### src/hdl/efc_pkg.sv
package efc_pkg;

  localparam int unsigned DATA_W    = 32;
  localparam int unsigned STATUS_W  = 3;
  localparam int unsigned PLEN_W    = 16;
  localparam int unsigned POS_W     = 17;

  localparam logic [DATA_W-1:0] START_WORD  = 32'h7fff0008;
  localparam logic [DATA_W-1:0] MARKER_WORD = 32'hfffffafa;
  localparam logic [DATA_W-1:0] FOOTER_WORD = 32'hfffff5f5;
  localparam logic [DATA_W-1:0] END_WORD    = 32'h7fff0009;

  localparam logic [DATA_W-1:0] LEN_OFFSET   = 32'd7;
  localparam logic [DATA_W-1:0] HEADER_WORDS = 32'd13;
  localparam logic [DATA_W-1:0] PAYLOAD_LIMIT = 32'd65536;

  localparam logic [POS_W-1:0] POS_START  = 17'd0;
  localparam logic [POS_W-1:0] POS_MARKER = 17'd7;
  localparam logic [POS_W-1:0] POS_LENGTH = 17'd8;
  localparam logic [POS_W-1:0] POS_SUM_LO = 17'd9;
  localparam logic [POS_W-1:0] POS_SUM_HI = 17'd11;
  localparam logic [POS_W-1:0] POS_SIZE   = 17'd12;
  localparam logic [POS_W-1:0] POS_MAX    = 17'h1ffff;

  localparam logic [STATUS_W-1:0] ST_OK       = 3'd0;
  localparam logic [STATUS_W-1:0] ST_START    = 3'd1;
  localparam logic [STATUS_W-1:0] ST_MARKER   = 3'd2;
  localparam logic [STATUS_W-1:0] ST_MISMATCH = 3'd3;
  localparam logic [STATUS_W-1:0] ST_RANGE    = 3'd4;
  localparam logic [STATUS_W-1:0] ST_FOOTER   = 3'd5;
  localparam logic [STATUS_W-1:0] ST_END      = 3'd6;
  localparam logic [STATUS_W-1:0] ST_LENGTH   = 3'd7;

  typedef struct packed {
    logic [DATA_W-1:0] data_word;
    logic              last_word;
  } word_t;

endpackage

### src/hdl/efc_core.sv
module efc_core import efc_pkg::*; (
  input  logic                clk,
  input  logic                rst_n,
  input  logic                up_valid,
  output logic                up_ready,
  input  word_t               up_word,
  output logic                res_valid,
  input  logic                res_ready,
  output logic [STATUS_W-1:0] res_status,
  output logic [PLEN_W-1:0]   res_plen
);

  logic [POS_W-1:0]    pos_r,   pos_nxt;
  logic [DATA_W-1:0]   dlen_r,  dlen_nxt;
  logic [DATA_W-1:0]   sum_r,   sum_nxt;
  logic [STATUS_W-1:0] ferr_r,  ferr_nxt;
  logic                eseen_r, eseen_nxt;

  logic                res_valid_r;
  logic [STATUS_W-1:0] res_status_r, res_status_nxt;
  logic [PLEN_W-1:0]   res_plen_r,   res_plen_nxt;

  logic                take;
  logic [DATA_W-1:0]   w;
  logic [DATA_W-1:0]   pos_w;
  logic [DATA_W-1:0]   acc;
  logic [DATA_W-1:0]   foot;
  logic [DATA_W-1:0]   foot_end;
  logic                chk_fail;
  logic [STATUS_W-1:0] chk_code;

  // a last word needs room in the result register
  assign up_ready = !up_word.last_word || !res_valid_r || res_ready;
  assign take     = up_valid && up_ready;

  assign w        = up_word.data_word;
  assign pos_w    = DATA_W'(pos_r);
  assign acc      = sum_r + w;
  assign foot     = dlen_r + HEADER_WORDS;
  assign foot_end = foot + 32'd2;

  always_comb begin
    chk_fail = 1'b0;
    chk_code = ST_OK;
    if (pos_r == POS_START) begin
      chk_fail = (w != START_WORD);
      chk_code = ST_START;
    end else if (pos_r == POS_MARKER) begin
      chk_fail = (w != MARKER_WORD);
      chk_code = ST_MARKER;
    end else if (pos_r == POS_SIZE) begin
      if (dlen_r != acc) begin
        chk_fail = 1'b1;
        chk_code = ST_MISMATCH;
      end else if (dlen_r == '0 || dlen_r >= PAYLOAD_LIMIT) begin
        chk_fail = 1'b1;
        chk_code = ST_RANGE;
      end
    end else if (pos_w >= HEADER_WORDS) begin
      if (pos_w == foot) begin
        chk_fail = (w != FOOTER_WORD);
        chk_code = ST_FOOTER;
      end else if (pos_w == foot_end) begin
        chk_fail = (w != END_WORD);
        chk_code = ST_END;
      end
    end
  end

  always_comb begin
    dlen_nxt  = dlen_r;
    sum_nxt   = sum_r;
    if (pos_r == POS_LENGTH) begin
      dlen_nxt = w - LEN_OFFSET;
    end else if (pos_r >= POS_SUM_LO && pos_r <= POS_SUM_HI) begin
      sum_nxt = acc;
    end
    eseen_nxt = eseen_r || chk_fail;
    ferr_nxt  = (!eseen_r && chk_fail) ? chk_code : ferr_r;
    pos_nxt   = (pos_r == POS_MAX) ? pos_r : pos_r + 1'b1;

    if (eseen_nxt) begin
      res_status_nxt = ferr_nxt;
    end else if (pos_w >= HEADER_WORDS && pos_w == foot_end) begin
      res_status_nxt = ST_OK;
    end else begin
      res_status_nxt = ST_LENGTH;
    end
    res_plen_nxt = (dlen_nxt > DATA_W'({PLEN_W{1'b1}})) ? {PLEN_W{1'b1}}
                                                        : dlen_nxt[PLEN_W-1:0];
  end

  always_ff @(posedge clk) begin
    if (!rst_n) begin
      pos_r   <= '0;
      dlen_r  <= '0;
      sum_r   <= '0;
      ferr_r  <= ST_OK;
      eseen_r <= 1'b0;
    end else if (take) begin
      if (up_word.last_word) begin
        // frame closed: start over
        pos_r   <= '0;
        dlen_r  <= '0;
        sum_r   <= '0;
        ferr_r  <= ST_OK;
        eseen_r <= 1'b0;
      end else begin
        pos_r   <= pos_nxt;
        dlen_r  <= dlen_nxt;
        sum_r   <= sum_nxt;
        ferr_r  <= ferr_nxt;
        eseen_r <= eseen_nxt;
      end
    end
  end

  always_ff @(posedge clk) begin
    if (!rst_n) begin
      res_valid_r <= 1'b0;
    end else if (take && up_word.last_word) begin
      res_valid_r <= 1'b1;
    end else if (res_ready) begin
      res_valid_r <= 1'b0;
    end
  end

  always_ff @(posedge clk) begin
    if (take && up_word.last_word) begin
      res_status_r <= res_status_nxt;
      res_plen_r   <= res_plen_nxt;
    end
  end

  assign res_valid  = res_valid_r;
  assign res_status = res_status_r;
  assign res_plen   = res_plen_r;

endmodule

### config.mk
export PLATFORM = sky130hd
export DESIGN_NAME = efc_core
export DESIGN_NICKNAME = d
export VERILOG_FILES = /design/src/hdl/efc_pkg.sv /design/src/hdl/efc_core.sv
export SDC_FILE = /design/constraint.sdc
export NUM_CORES = 1
export LEC_CHECK = 0
export ABC_AREA = 1
export BUFFER_PORTS_ARGS = -buffer_cell sky130_fd_sc_hd__buf_4
export CORE_MARGIN = 2
export CORE_UTILIZATION = 40
export DETAILED_ROUTE_END_ITERATION = 10
export GPL_TIMING_DRIVEN = 0
export HOLD_SLACK_MARGIN = 0.08
export SYNTH_ARGS = -nofsm -noshare
export SYNTH_HDL_FRONTEND = slang
export SYNTH_SLANG_ARGS = --single-unit
### constraint.sdc
create_clock -name clk -period 5 [get_ports clk]
set_clock_uncertainty 0.2 [all_clocks]
set_input_delay 1 -clock clk [delete_from_list [all_inputs] [get_ports clk]]
set_output_delay 1 -clock clk [all_outputs]
set_load 0.02 [all_outputs]
==> flow_summary_export.csv, run 1 <==
group,metric,value,unit
power_and_ir_drop,intPower,1.38,mW
routing,final_antenna_net_count,0,
cells_and_area,post_route_cells_drive_above_1_share,9.63,%
die,die_h,167,um
synth,syn_inst,1828,
die,start_util,40.8,%
cells_and_area,layout_common_cells,"nand2_1 (627), inv_1 (193), nor2_1 (176), nand3_1 (150), a21oi_1 (129)",
clocking,numClockSinks,105,
hold_path,hold_path_end,"sum_r[3]$_SDFFE_PN0P_",
synth,yosysWarnings,0,
global_route,grt_max_degree,22,
sta,timing.fmax,0.217,GHz
sta,rsz0062_at_grt,"no",
clocking,cts_resized,0,
cells_and_area,diodes,0,
die,fp-row-count,59,
sta,hold_ws,0.269,ns
place,routabilityCongestion,0.945,
global_route,grt_pass1_vias,11300,
cells_and_area,postLayoutCoreUtil,45.3,%
die,chipWidth,167,um
cells_and_area,fin_area,11800,um2
setup_path,reg2reg_to,"res_status[0]$_DFFE_PP_",
cells_and_area,syn_to_final_growth,11.0,%
hold_path,worstHoldStart,"sum_r[3]$_SDFFE_PN0P_",
clocking,numCtsBuffers,9,
power_and_ir_drop,ir_worst_vdd,127,uV
setup_path,startpoint_type,"input port",
synth,synth-seq-cells,105,
clocking,post-cts-setup-buffers,0,
sta,setup_viol,0,
die,io-pin-count,58,
clocking,clock_path_buffers,2,
cells_and_area,finish.net_count,1976,
synth,syn_area,10700,um2
outcome,status,"finished, violations left",
setup_path,cp.required,4.92,ns
cells_and_area,final_common_cell,"nand2_1",
sta,setup_tns,0,ns
die,die_area,28000,um2
synth,syn-num-nets,1908,
place,hpwlAfterDp,31600,um
clocking,clock_latency,0.37,ns
hold_path,whs_path_depth,2,
clocking,cts-hold-fix-buffers,0,
place,port_buffers,57,
routing,via_per_inst,5.35,
power_and_ir_drop,combPwrFrac,13.4,%
global_route,grt_pass1_wl,59900,um
clocking,cts_max_level,3,
power_and_ir_drop,p_sw,0.556,mW
routing,route.detailed.drc,1,
synth,ys.flop_type,"dfxtp_1",
die,core_area,26100,um2
routing,wl_met3,1980,um
clocking,clockRootBuffer,"clkbuf_16",
hold_path,hold_class,"flop to flop",
setup_path,rr_worst_depth,25,
setup_path,cp_max_fo,5,
routing,drt_iter0_drc,1004,
sta,relSlewSlack,29.6,%
global_route,grt_antenna_before_repair,0,
routing,dr_wl_met2,17600,um
routing,routedWlPerCell,16.9,um
clocking,clkTransAtPathRegs,0.08,ns
setup_path,critPathCaptureType,"flop",
sta,report.final.hold_viol_count,0,
power_and_ir_drop,p_seq_share,45.0,%
power_and_ir_drop,power,1.94,mW
global_route,grt_use_total,27.0,%
routing,vias,12000,
sta,drv_slew,0,
synth,avgSynthCellArea,5.84,um2
clocking,tritoncts,"built",
synth,synth_seq_area_share,21.5,%
sta,finalCritPeriodShare,92.2,%
global_route,grt-ovfl-total,0,
synth,synth_edf_count,19,
sta,fin_crit,4.61,ns
routing,drt-total-wl,37700,um
power_and_ir_drop,pwr-share-clk,41.6,%
power_and_ir_drop,p_leak,5.46,nW
power_and_ir_drop,netSwitchingFraction,28.7,%
routing,met1_length,17000,um
setup_path,critPathKind,"input port to flop",
routing,routed.top_layer,"met4",
outcome,violations,"DRC",
setup_path,worstPathArrival,4.53,ns
power_and_ir_drop,power.density,164,nW/um2
synth,synthArstFlopShare,0,%
routing,drt_first_pass_iters,10,
cells_and_area,fill_cells,2928,
setup_path,ff2ff_setup_slack,0.79,ns
place,postPlaceCellArea,11500,um2
sta,worst_pin_slew,1.05,ns
setup_path,worstReg2RegStart,"sum_r[0]$_SDFFE_PN0P_",
job,maxCapViolations,0,
synth,synth_cell_types,54,
==> layout make-up <==
class	count	area (um2)	share of cell area, %
Tap cell	335	419	3.54
Clock buffer	11	255	2.16
Inverter	209	785	6.63
Multi-Input combinational cell	1470	7380	62.3
Timing Repair Buffer	57	428	3.61
Sequential cell	105	2290	19.4
Buffer	44	209	1.76
Clock inverter	5	71.3	0.602
==> registers in the layout, indices dropped and copies added (netlist names) <==
| name | cells |
|---|---|
| dlen_r | 32 |
| eseen_r | 1 |
| ferr_r | 3 |
| pos_r | 17 |
| res_plen | 16 |
| res_status | 3 |
| res_valid | 1 |
| sum_r | 32 |
==> cells by family after synthesis <==
kind of cell / Yosys count / share of synthesized area (%)
simple gates: 1152 / 48.1
fa+ha+maj: 43 / 5.11
compound gates: 209 / 10.3
xor+xnor: 65 / 5.59
mux: 1 / 0.0938
buf+inv: 253 / 9.31
flops: 105 / 21.5
==> cells in the mapped netlist, types with 4 or more instances <==
library cell | instances | area, um2
o21a_1 | 5 | 37.5
nand2_1 | 627 | 2350
and2_1 | 5 | 31.3
inv_1 | 193 | 724
nor2_1 | 176 | 661
nor2_2 | 18 | 113
nand3b_1 | 4 | 30.0
nor4_1 | 17 | 106
or2_2 | 5 | 31.3
inv_2 | 14 | 52.6
nand3_1 | 150 | 751
dfxtp_1 | 86 | 1720
ha_1 | 42 | 526
nand4_1 | 51 | 319
nor2_4 | 12 | 135
xor2_1 | 49 | 429
xnor2_1 | 14 | 123
nor3_1 | 38 | 190
a21oi_1 | 129 | 646
nand3_2 | 9 | 90.1
o21ai_0 | 57 | 285
nand2_2 | 27 | 169
edfxtp_1 | 19 | 571
buf_2 | 8 | 40.0
clkbuf_1 | 29 | 109
==> per-layer routing <==
metal | up-vias | global-route usage, %
met3 | 61 | 2.32
met5 | - | 0
met2 | 371 | 45.6
met4 | 0 | 9.87
li1 | 6080 | -
met1 | 5442 | 36.1
==> how the worst max path moves through the flow <==
stage | from | endpoint | cells after the start | slack (ns)
after floorplan | up_word[1] | res_status[0]$_DFFE_PP_ | 25 | 1.05
after global placement | up_word[1] | res_status[0]$_DFFE_PP_ | 23 | 0.06
after detailed placement | up_word[1] | res_status[0]$_DFFE_PP_ | 26 | 0.03
after CTS | up_word[1] | res_status[0]$_DFFE_PP_ | 26 | 0.41
after global routing | up_word[1] | res_status[1]$_DFFE_PP_ | 26 | 0.06
final | up_word[1] | res_status[0]$_DFFE_PP_ | 26 | 0.39
==> critical path: stages <==
cell	delay, ns
buf_4	0.10
ha_1	0.21
inv_1	0.07
fa_1	0.40
inv_1	0.07
nand3_1	0.06
nand2_1	0.16
nand2_1	0.07
nand2_1	0.11
nand2_1	0.10
a21oi_1	0.33
nand2_1	0.16
nand3_1	0.12
nand2_1	0.12
nand2_1	0.09
nand4_1	0.09
nor2_1	0.14
nand4_1	0.08
nor2_1	0.36
nand4_1	0.14
nand2_1	0.11
nand2_2	0.09
nand2_1	0.10
nand2_2	0.09
nand3_1	0.09
nand2_1	0.05
==> power groups by stage <==
stage               registers, mW  clock network [mW]  logic [mW]
CTS                         0.872               0.824       0.256
global placement            0.892                   0       0.255
floorplan                   0.899                   0       0.139
detailed placement          0.892                   0       0.255
finish                      0.872               0.807       0.259
global route                0.873               0.848       0.283
==> stage by stage <==
| stage | worst slack (ns) | instances |
|---|---|---|
| global placement | 0.0620 | 2220 |
| finish | 0.391 | 2236 |
| detailed placement | 0.0333 | 2220 |
| floorplan | 1.05 | 1828 |
| CTS | 0.406 | 2236 |
| global route | 0.0572 | 2236 |
(Power assumes the default switching activity.)
==> run 2: changes to the inputs <==
--- a/config.mk
+++ b/config.mk
@@ -7,8 +7,10 @@
 export LEC_CHECK = 0
 export ABC_AREA = 1
 export BUFFER_PORTS_ARGS = -buffer_cell sky130_fd_sc_hd__buf_4
+export CORE_ASPECT_RATIO = 0.75
 export CORE_MARGIN = 2
 export CORE_UTILIZATION = 40
+export CTS_BUF_LIST = sky130_fd_sc_hd__clkbuf_4
 export DETAILED_ROUTE_END_ITERATION = 10
 export GPL_TIMING_DRIVEN = 0
 export HOLD_SLACK_MARGIN = 0.08
==> flow_summary_export.csv, run 2 (synthesis gave the netlist of run 1 again) <==
group,metric,value,unit
die,chipWidth,193,um
place,postPlaceCellArea,11500,um2
sta,setup_viol,0,
place,place_inst,2229,
setup_path,critPathKind,"input port to flop",
setup_path,timing.critical_path.mode_cell,"nand2_1",
cells_and_area,fill_cells,2842,
place,routabilityCongestion,0.949,
sta,rsz0062_at_grt,"no",
clocking,clkTransAtPathRegs,0.20,ns
setup_path,cp.required,5.15,ns
die,die_h,145,um
global_route,grt_use_total,28.3,%
clocking,post-cts-setup-buffers,0,
clocking,cts_max_level,3,
die,core_area,26100,um2
outcome,status,"completed",
cells_and_area,stdcell_count,2247,
cells_and_area,final_common_cell,"nand2_1",
die,fp-row-count,51,
setup_path,cp_max_fo,5,
global_route,grt_pass1_vias,10600,
routing,final_antenna_net_count,0,
place,hpwlAfterDp,32800,um
routing,drt_first_pass_iters,6,
setup_path,worst_path_max_delay_cell,"nor2_1",
cells_and_area,fin_area,11700,um2
power_and_ir_drop,ir_worst_vdd,104,uV
cells_and_area,postLayoutCoreUtil,44.8,%
die,start_util,40.9,%
routing,vias,12200,
sta,fin_crit,4.61,ns
clocking,numCtsBuffers,9,
global_route,grt_pass1_wl,61100,um
power_and_ir_drop,p_leak,5.38,nW
global_route,grt_max_degree,23,
cells_and_area,top_regs,"dlen_r (32), sum_r (32), pos_r (17)",
clocking,clock_path_buffers,2,
place,port_buffers,57,
hold_path,hold_class,"flop to flop",
cells_and_area,syn_to_final_growth,9.56,%
clocking,numClockSinks,105,
sta,drv_slew,0,
setup_path,max_stage_delay,0.42,ns
setup_path,startpoint_type,"input port",
global_route,grt_antenna_before_repair,1,
global_route,grt-ovfl-total,0,
sta,worst_pin_slew,0.903,ns
cells_and_area,finish.net_count,1976,
power_and_ir_drop,power,1.65,mW
sta,relSlewSlack,39.5,%
sta,hold_ws,0.281,ns
power_and_ir_drop,power.density,141,nW/um2
routing,routedWlPerCell,17.4,um
sta,finalCritPeriodShare,92.1,%
clocking,clockRootBuffer,"clkbuf_4",
routing,route.detailed.drc,0,
clocking,cts-hold-fix-buffers,0,
setup_path,worstPathArrival,4.76,ns
clocking,clock_latency,0.60,ns
clocking,cts_resized,0,
die,die_area,28000,um2
cells_and_area,layout_common_cells,"nand2_1 (627), inv_1 (193), nor2_1 (176), nand3_1 (150), a21oi_1 (129)",
sta,timing.fmax,0.217,GHz
clocking,tritoncts,"built",
routing,drt-total-wl,39200,um
routing,via_per_inst,5.41,
routing,drt_iter0_drc,1246,
sta,report.final.hold_viol_count,0,
job,maxCapViolations,0,
cells_and_area,post_route_cells_drive_above_1_share,9.63,%
die,io-pin-count,58,
setup_path,critPathCaptureType,"flop",
## run 2: cell types whose count changed in the layout (fill, tap and decap cells not counted), sizes merged
cell,change
inv,+3
diode,+2
clkbuf,-2
bufinv,-1
## run 2: critical path: cells and delay by family
family                   cells  cell delay [ns]
AO/OA/AOI/OAI                1             0.35
adder cells (fa/ha/maj)      2             0.62
buffers and inverters        3             0.25
AND/OR/NAND/NOR             20             2.49
## run 2: area by class of cell
type | instances | area (um2) | share of cell area (%)
diodes | 2 | 5.00 | 0.0428
plain buffers | 44 | 209 | 1.79
clock buffers | 9 | 67.6 | 0.578
clock inverters | 7 | 88.8 | 0.760
inverters | 209 | 785 | 6.71
multi-input cells | 1470 | 7380 | 63.2
flip-flops and latches | 105 | 2290 | 19.6
well taps | 344 | 430 | 3.68
repair buffers | 57 | 428 | 3.66
## run 2: worst paths after layout
check | end | start | cells past startpoint | slack, ns
setup / recovery | res_status[0]$_DFFE_PP_ | up_word[1] | 26 | 0.39
hold / removal | sum_r[30]$_SDFFE_PN0P_ | sum_r[30]$_SDFFE_PN0P_ | 2 | 0.28
setup reg to reg | res_status[0]$_DFFE_PP_ | sum_r[0]$_SDFFE_PN0P_ | 25 | 0.57
hold reg to reg | sum_r[30]$_SDFFE_PN0P_ | sum_r[30]$_SDFFE_PN0P_ | 2 | 0.28
## run 2: stage by stage
stage / TNS, ns / setup slack [ns]
after floorplan: 0 / 1.05
after global placement: -0.200 / -0.0791
after detailed placement: -0.273 / -0.102
after CTS: 0 / 0.521
after global routing: 0 / 0.0800
final: 0 / 0.394
## run 2: report_power, final
group / total (mW) / leakage [nW] / switching [mW] / internal (mW)
Sequential: 0.874 / 0.877 / 0.00376 / 0.871
Clock: 0.514 / 0.0837 / 0.386 / 0.128
Combinational: 0.263 / 4.42 / 0.181 / 0.0820
## run 2: per-layer routing
| metal | track usage [%] | up-vias | routed length [um] | part of all wire (%) |
|---|---|---|---|---|
| met5 | 0 | - | 0 | 0 |
| met4 | 4.54 | 0 | 408 | 1.0 |
| met3 | 4.90 | 23 | 3250 | 8.3 |
| met2 | 38.6 | 462 | 15200 | 39 |
| met1 | 45.8 | 5606 | 20300 | 52 |
| li1 | - | 6061 | - | - |
